## src/hdl/csm_pkg.sv

```systemverilog
// Shared definitions for the contiguous subsequence matcher.
// Holds default sizes, op codes and the per-cell control struct; no dependencies.
package csm_pkg;

    localparam int MAX_PATTERN_DEFAULT = 64;
    localparam int DATA_WIDTH_DEFAULT  = 32;

    // Width of the op and value fields on the item channel.
    localparam int OP_W    = 2;
    localparam int VALUE_W = 32;

    localparam logic [OP_W-1:0] OP_LOAD = 2'd0;
    localparam logic [OP_W-1:0] OP_TEXT = 2'd1;
    localparam logic [OP_W-1:0] OP_END  = 2'd2;

    typedef struct packed {
        logic load;
        logic text;
        logic clear;
    } cell_ctrl_t;

endpackage

```

## src/hdl/csm_cell.sv

```systemverilog
// One cell of the matcher chain: a pattern element, its valid bit and its match bit.
// Depends on csm_pkg for the control struct.
module csm_cell #(
    parameter int WIDTH = csm_pkg::DATA_WIDTH_DEFAULT
) (
    input  logic                clk,
    input  logic                rst_n,
    input  csm_pkg::cell_ctrl_t ctrl,
    input  logic [WIDTH-1:0]    din,
    input  logic                prev_valid,
    input  logic                prev_match,
    input  logic                next_valid,
    output logic                valid,
    output logic                match,
    output logic                hit
);

    logic             valid_reg;
    logic             valid_next;
    logic             match_reg;
    logic             match_next;
    logic [WIDTH-1:0] pat_reg;
    logic             take;
    logic             eq;

    // The load beat goes to the first empty cell: its predecessor is full and it is not.
    assign take = ctrl.load && prev_valid && !valid_reg;
    assign eq   = valid_reg && (pat_reg == din) && prev_match;

    always_comb
    begin
        valid_next = valid_reg;
        match_next = match_reg;
        if (ctrl.clear)
        begin
            valid_next = 1'b0;
            match_next = 1'b0;
        end
        else if (take)
        begin
            valid_next = 1'b1;
            match_next = 1'b0;
        end
        else if (ctrl.text)
        begin
            match_next = eq;
        end
    end

    always_ff @(posedge clk or negedge rst_n)
    begin
        if (!rst_n)
        begin
            valid_reg <= 1'b0;
            match_reg <= 1'b0;
        end
        else
        begin
            valid_reg <= valid_next;
            match_reg <= match_next;
        end
    end

    always_ff @(posedge clk)
    begin
        if (take)
        begin
            pat_reg <= din;
        end
    end

    assign valid = valid_reg;
    assign match = match_reg;
    // A full match ends at the last stored element.
    assign hit   = ctrl.text && eq && !next_valid;

endmodule

```

## src/hdl/contiguous_subsequence_matcher.sv

```systemverilog
// A result is registered and appears in the cycle after its end-of-text beat is accepted.
// Throughput: one item beat per cycle; every cell updates in parallel on each text beat.
// A waiting result holds off the item channel; a new beat is taken in the cycle it leaves.
// Reset (rst_n, asynchronous, active low) clears cell valid and match bits, the flags
// and result_valid; pattern element, found and overflow registers are not reset.
// Depends on csm_pkg and csm_cell.
module contiguous_subsequence_matcher #(
    parameter int MAX_PATTERN = csm_pkg::MAX_PATTERN_DEFAULT,
    parameter int DATA_WIDTH  = csm_pkg::DATA_WIDTH_DEFAULT
) (
    input  logic                               clk,
    input  logic                               rst_n,
    input  logic                               item_valid,
    output logic                               item_ready,
    input  logic [csm_pkg::OP_W-1:0]           op,
    input  logic signed [csm_pkg::VALUE_W-1:0] value,
    output logic                               result_valid,
    input  logic                               result_ready,
    output logic                               found,
    output logic                               overflow
);

    // Only the low DATA_WIDTH bits of a value take part in a compare, and the
    // value field itself carries no more than VALUE_W bits.
    localparam int CMP_W = (DATA_WIDTH < csm_pkg::VALUE_W) ? DATA_WIDTH : csm_pkg::VALUE_W;

    logic                   accept;
    csm_pkg::cell_ctrl_t    ctrl;
    logic [CMP_W-1:0]       din;
    logic [MAX_PATTERN-1:0] cell_valid;
    logic [MAX_PATTERN-1:0] cell_match;
    logic [MAX_PATTERN-1:0] cell_hit;

    logic found_flag_reg;
    logic found_flag_next;
    logic overflow_flag_reg;
    logic overflow_flag_next;
    logic result_valid_reg;
    logic result_valid_next;
    logic found_reg;
    logic overflow_reg;

    // A new beat is taken whenever the output register is empty or is being
    // emptied in this cycle.
    assign item_ready = !result_valid_reg || result_ready;
    assign accept     = item_valid && item_ready;

    assign ctrl.load  = accept && (op == csm_pkg::OP_LOAD);
    assign ctrl.text  = accept && (op == csm_pkg::OP_TEXT);
    assign ctrl.clear = accept && (op == csm_pkg::OP_END);
    assign din        = value[CMP_W-1:0];

    // The chain: cell k takes the match bit of cell k-1 from the previous text
    // beat, so bit k means pattern elements 0..k end at the current text element.
    // Cell 0 sees a permanent match and a full predecessor.
    genvar k;
    generate
        for (k = 0; k < MAX_PATTERN; k++)
        begin : g_cell
            logic prev_valid;
            logic prev_match;
            logic next_valid;

            if (k == 0)
            begin : g_first
                assign prev_valid = 1'b1;
                assign prev_match = 1'b1;
            end
            else
            begin : g_inner
                assign prev_valid = cell_valid[k-1];
                assign prev_match = cell_match[k-1];
            end

            if (k == MAX_PATTERN - 1)
            begin : g_last
                assign next_valid = 1'b0;
            end
            else
            begin : g_body
                assign next_valid = cell_valid[k+1];
            end

            csm_cell #(
                .WIDTH(CMP_W)
            ) u_cell (
                .clk       (clk),
                .rst_n     (rst_n),
                .ctrl      (ctrl),
                .din       (din),
                .prev_valid(prev_valid),
                .prev_match(prev_match),
                .next_valid(next_valid),
                .valid     (cell_valid[k]),
                .match     (cell_match[k]),
                .hit       (cell_hit[k])
            );
        end
    endgenerate

    // Found latches once the last stored element matches; a load into a full
    // chain is dropped and marks overflow. End of text clears both.
    always_comb
    begin
        found_flag_next    = found_flag_reg;
        overflow_flag_next = overflow_flag_reg;
        if (ctrl.clear)
        begin
            found_flag_next    = 1'b0;
            overflow_flag_next = 1'b0;
        end
        else
        begin
            if (|cell_hit)
            begin
                found_flag_next = 1'b1;
            end
            if (ctrl.load && cell_valid[MAX_PATTERN-1])
            begin
                overflow_flag_next = 1'b1;
            end
        end
    end

    always_comb
    begin
        result_valid_next = result_valid_reg;
        if (ctrl.clear)
        begin
            result_valid_next = 1'b1;
        end
        else if (result_ready)
        begin
            result_valid_next = 1'b0;
        end
    end

    always_ff @(posedge clk or negedge rst_n)
    begin
        if (!rst_n)
        begin
            found_flag_reg    <= 1'b0;
            overflow_flag_reg <= 1'b0;
            result_valid_reg  <= 1'b0;
        end
        else
        begin
            found_flag_reg    <= found_flag_next;
            overflow_flag_reg <= overflow_flag_next;
            result_valid_reg  <= result_valid_next;
        end
    end

    // An empty pattern (cell 0 not valid) always counts as found.
    always_ff @(posedge clk)
    begin
        if (ctrl.clear)
        begin
            found_reg    <= !cell_valid[0] || found_flag_reg;
            overflow_reg <= overflow_flag_reg;
        end
    end

    assign result_valid = result_valid_reg;
    assign found        = found_reg;
    assign overflow     = overflow_reg;

endmodule

```

## config.mk

```make
export PLATFORM = sky130hd
export DESIGN_NAME = contiguous_subsequence_matcher
export DESIGN_NICKNAME = d
export VERILOG_FILES = /design/src/hdl/csm_pkg.sv /design/src/hdl/csm_cell.sv /design/src/hdl/contiguous_subsequence_matcher.sv
export SDC_FILE = /design/constraint.sdc
export NUM_CORES = 2
export LEC_CHECK = 0
export ABC_CLOCK_PERIOD_IN_PS = 11300
export BUFFER_PORTS_ARGS = -buffer_cell sky130_fd_sc_hd__buf_2
export CAP_MARGIN = 30
export CORE_ASPECT_RATIO = 0.8
export CORE_UTILIZATION = 35
export DETAILED_ROUTE_END_ITERATION = 10
export PLACE_DENSITY_LB_ADDON = 0.25
export SETUP_SLACK_MARGIN = 0.2
export SYNTH_ARGS = -nofsm -noshare
export SYNTH_HDL_FRONTEND = slang
export SYNTH_SLANG_ARGS = --single-unit
```

## constraint.sdc

```tcl
create_clock -name clk -period 11.3 [get_ports clk]
set_clock_uncertainty 0.05 [all_clocks]
set_input_delay 3.39 -clock clk [delete_from_list [all_inputs] [get_ports clk]]
set_output_delay 3.39 -clock clk [all_outputs]
set_load 0.02 [all_outputs]
```

==> impl_metrics.py <==
metrics = {
    "status": {
        "status": "finished clean",
    },
    "clock_tree": {
        "cts.repair.resized": 0,
        "cts_setup_buffers": 0,
        "htreeDepth": 4,
        "clock_path_buffers": 4,
        "cts_sinks": 2180,
        "clk_pin_slew_ns": 0.06,
        "cts-buffers-inserted": 214,
        "clock_latency_ns": 0.86,
        "cts-root-buf": "clkbuf_16",
        "cts_tree": "built",
        "cts_hold_buf": 0,
    },
    "die": {
        "die_area_sq_mm": 0.264,
        "start_util": 0.353,
        "coreArea_sq_mm": 0.260,
        "ios": 42,
        "die_height_um": 460,
        "rows": 167,
        "dieWidth_um": 574,
    },
    "sta": {
        "setup_tns_ns": 0,
        "finalHoldViolCount": 0,
        "fmax_mhz": 138,
        "finalMaxSlewViolations": 0,
        "period_share": 0.642,
        "finalSetupViolCount": 0,
        "worstMarginPinSlew_ns": 1.04,
        "post-route-min-period_ns": 7.25,
        "rsz0062_at_grt": "false",
        "maxSlewHeadroom": 0.297,
    },
    "yosys": {
        "avgSynthCellArea_sq_um": 15.7,
        "ys_seq_area_frac": 0.706,
        "synth_top_flop_cell": "edfxtp_1",
        "synth_adder_area_share": 0,
        "ys_ff_latch": 2180,
        "syn_area_sq_mm": 0.0917,
        "async_flop_share": 0.0596,
        "synth_xor_area_frac": 0.193,
        "syn-num-nets": 5876,
        "yosys.area_share.simple": 0.0734,
        "syn_inst": 5838,
        "ys_warn_count": 0,
        "synth_top_family_by_area": "XOR/XNOR gates",
        "synth_compound_area_frac": 0.0120,
        "ys_types": 43,
        "synth-edff-count": 2050,
        "synth_mux_area_frac": 0,
    },
    "layout": {
        "final_cell_mix": "edfxtp_1, xnor2_1, nand4_1",
        "fin_area_sq_mm": 0.104,
        "nets": 6065,
        "mostFrequentLayoutCell": "edfxtp_1",
        "drive_above_1_share": 0.0980,
        "area_growth_syn_to_layout_pct": 13.7,
        "largest_register_ffs": 2048,
    },
    "global_route": {
        "grt_use_total": 0.187,
        "grt_pass1_wl_um": 356000,
        "grt_pass1_vias": 47600,
        "grt_max_degree": 72,
        "antenna_found_initial": 22,
        "grt.overflow.total": 0,
    },
    "place": {
        "dpl.hpwl_um": 140000,
        "io_buffers": 41,
        "placed_area_sq_mm": 0.0974,
        "gp_congestion": 0.775,
    },
    "setup_path": {
        "cp_cell_sequence": "buf_2, nand2b_1, buf_2",
        "rr_endpoint": "g_cell[29].u_cell.match$_DFFE_PN0P_",
        "critical_path_required_ns": 7.86,
        "critPathKind": "primary input to output port",
        "cp_common_cell": "buf_2",
        "cp-startpoint": "result_ready",
        "max_stage_delay_ns": 0.17,
        "rr_worst_depth": 9,
        "cp-endpoint": "item_ready",
        "critPathCaptureType": "output port",
        "worstPathArrival_ns": 3.81,
        "r2r_setup_slack_ns": 7.10,
        "slowest_stage": "buf_2",
        "cp_num_cells": 3,
        "crit_family": "buffers and inverters",
        "cp-start-kind": "primary input",
        "r2r_start": "result_valid$_DFFE_PN0P_",
        "crit_fanout": 3,
        "critical_path_buf_inv_count": 2,
    },
    "pwr": {
        "vdd_drop_max_uv": 129,
        "p_leak_nw": 31.3,
        "p_per_area_mw_per_mm2": 166,
    },
    "job": {
        "maxCapViolCount": 0,
    },
    "drt": {
        "routed_wl_um": 248000,
        "first_iter_violations": 4881,
        "via_count": 48900,
        "first_pass_iters": 7,
        "ant_nets": 0,
        "vias_per_cell": 5.06,
        "drcViolationCount": 0,
        "wire_per_inst_um": 25.7,
    },
    "min_path": {
        "hp-class": "flip-flop to flip-flop",
    },
}
[Yosys cell counts, types with 9 or more instances]
cell type | instances | area [sq um]
buf_1 | 9 | 33.8
buf_2 | 209 | 1050
dfrtp_1 | 130 | 3250
nor3b_2 | 20 | 250
nand2b_1 | 10 | 62.6
nor2_1 | 207 | 777
buf_4 | 17 | 128
nand3_1 | 167 | 836
nand4_1 | 449 | 2810
a21o_1 | 47 | 353
nor3b_1 | 43 | 323
xnor2_1 | 1915 | 16800
xor2_1 | 105 | 920
o21ai_1 | 16 | 80.1
a21oi_1 | 65 | 325
edfxtp_1 | 2050 | 61600
nor3_1 | 16 | 80.1
o2111ai_1 | 13 | 114
nand4b_1 | 9 | 78.8
clkbuf_1 | 19 | 71.3
nor4_1 | 181 | 1130
inv_1 | 18 | 67.6
nand2_1 | 72 | 270
[metrics by stage]
| stage | power [mW] | utilization | hold WS (ns) | setup slack (ns) | cells |
|---|---|---|---|---|---|
| 2_1_floorplan | 9.83 | - | 0.376 | 3.67 | 5838 |
| 3_3_place_gp | 10.4 | 0.375 | 0.392 | 3.97 | 9270 |
| 3_5_place_dp | 10.4 | 0.375 | 0.393 | 3.96 | 9273 |
| 4_1_cts | 17.5 | 0.402 | 0.409 | 4.04 | 9665 |
| 5_1_grt | 17.8 | 0.402 | 0.435 | 4.01 | 9668 |
| 6_report | 17.3 | 0.402 | 0.416 | 4.05 | 9672 |
[how the worst min path moves through the flow]
stage                                  start                  to  depth (start not counted)
2_1_floorplan  overflow_flag_reg$_DFFE_PN0P_  overflow$_DFFE_PP_                          0
3_3_place_gp   overflow_flag_reg$_DFFE_PN0P_  overflow$_DFFE_PP_                          0
3_5_place_dp   overflow_flag_reg$_DFFE_PN0P_  overflow$_DFFE_PP_                          0
4_1_cts        overflow_flag_reg$_DFFE_PN0P_  overflow$_DFFE_PP_                          0
5_1_grt        overflow_flag_reg$_DFFE_PN0P_  overflow$_DFFE_PP_                          0
6_report       overflow_flag_reg$_DFFE_PN0P_  overflow$_DFFE_PP_                          0
[worst register-to-register path, cell delays in order, from the launching register on]
cell and delay, ns:
dfrtp_1 0.37, nand2b_1 0.11, nand2_1 0.18, nor2_4 0.74, nand2_1 0.74, inv_6 0.86, buf_4 0.65, or3_1 0.21
nor4_1 0.04, a21o_1 0.16
[area by class of cell]
type | count | area, sq um
diodes | 5 | 12.5
clock buffers | 301 | 6030
clock inverters | 91 | 832
fillers | 23700 | 155000
inverters | 23 | 91.3
multi-input cells | 3377 | 25900
flip-flops and latches | 2180 | 64800
well taps | 3464 | 4330
repair buffers | 231 | 2310
[layer usage]
| layer | routed length, um | global-route usage | part of all wire | up-vias |
|---|---|---|---|---|
| met4 | 5520 | 0.0432 | 0.022 | 10 |
| li1 | - | - | - | 21800 |
| met3 | 17000 | 0.0348 | 0.068 | 334 |
| met5 | 74 | 0 | 0.00030 | - |
| met1 | 119000 | 0.281 | 0.48 | 25400 |
| met2 | 107000 | 0.277 | 0.43 | 1414 |
[cell families after synthesis]
logic type	count (synthesis)
flops	2180
xor+xnor	2020
simple gates	1190
buf+inv	281
compound gates	167
[report_power, final]
group / total [mW] / switching (mW) / internal (mW) / leakage, nW
sequential: 9.05 / 0.0982 / 8.95 / 20.2
clock: 7.11 / 3.06 / 4.05 / 3.38
combinational: 1.15 / 0.763 / 0.383 / 7.69
Power figures use the tool's default switching activity.
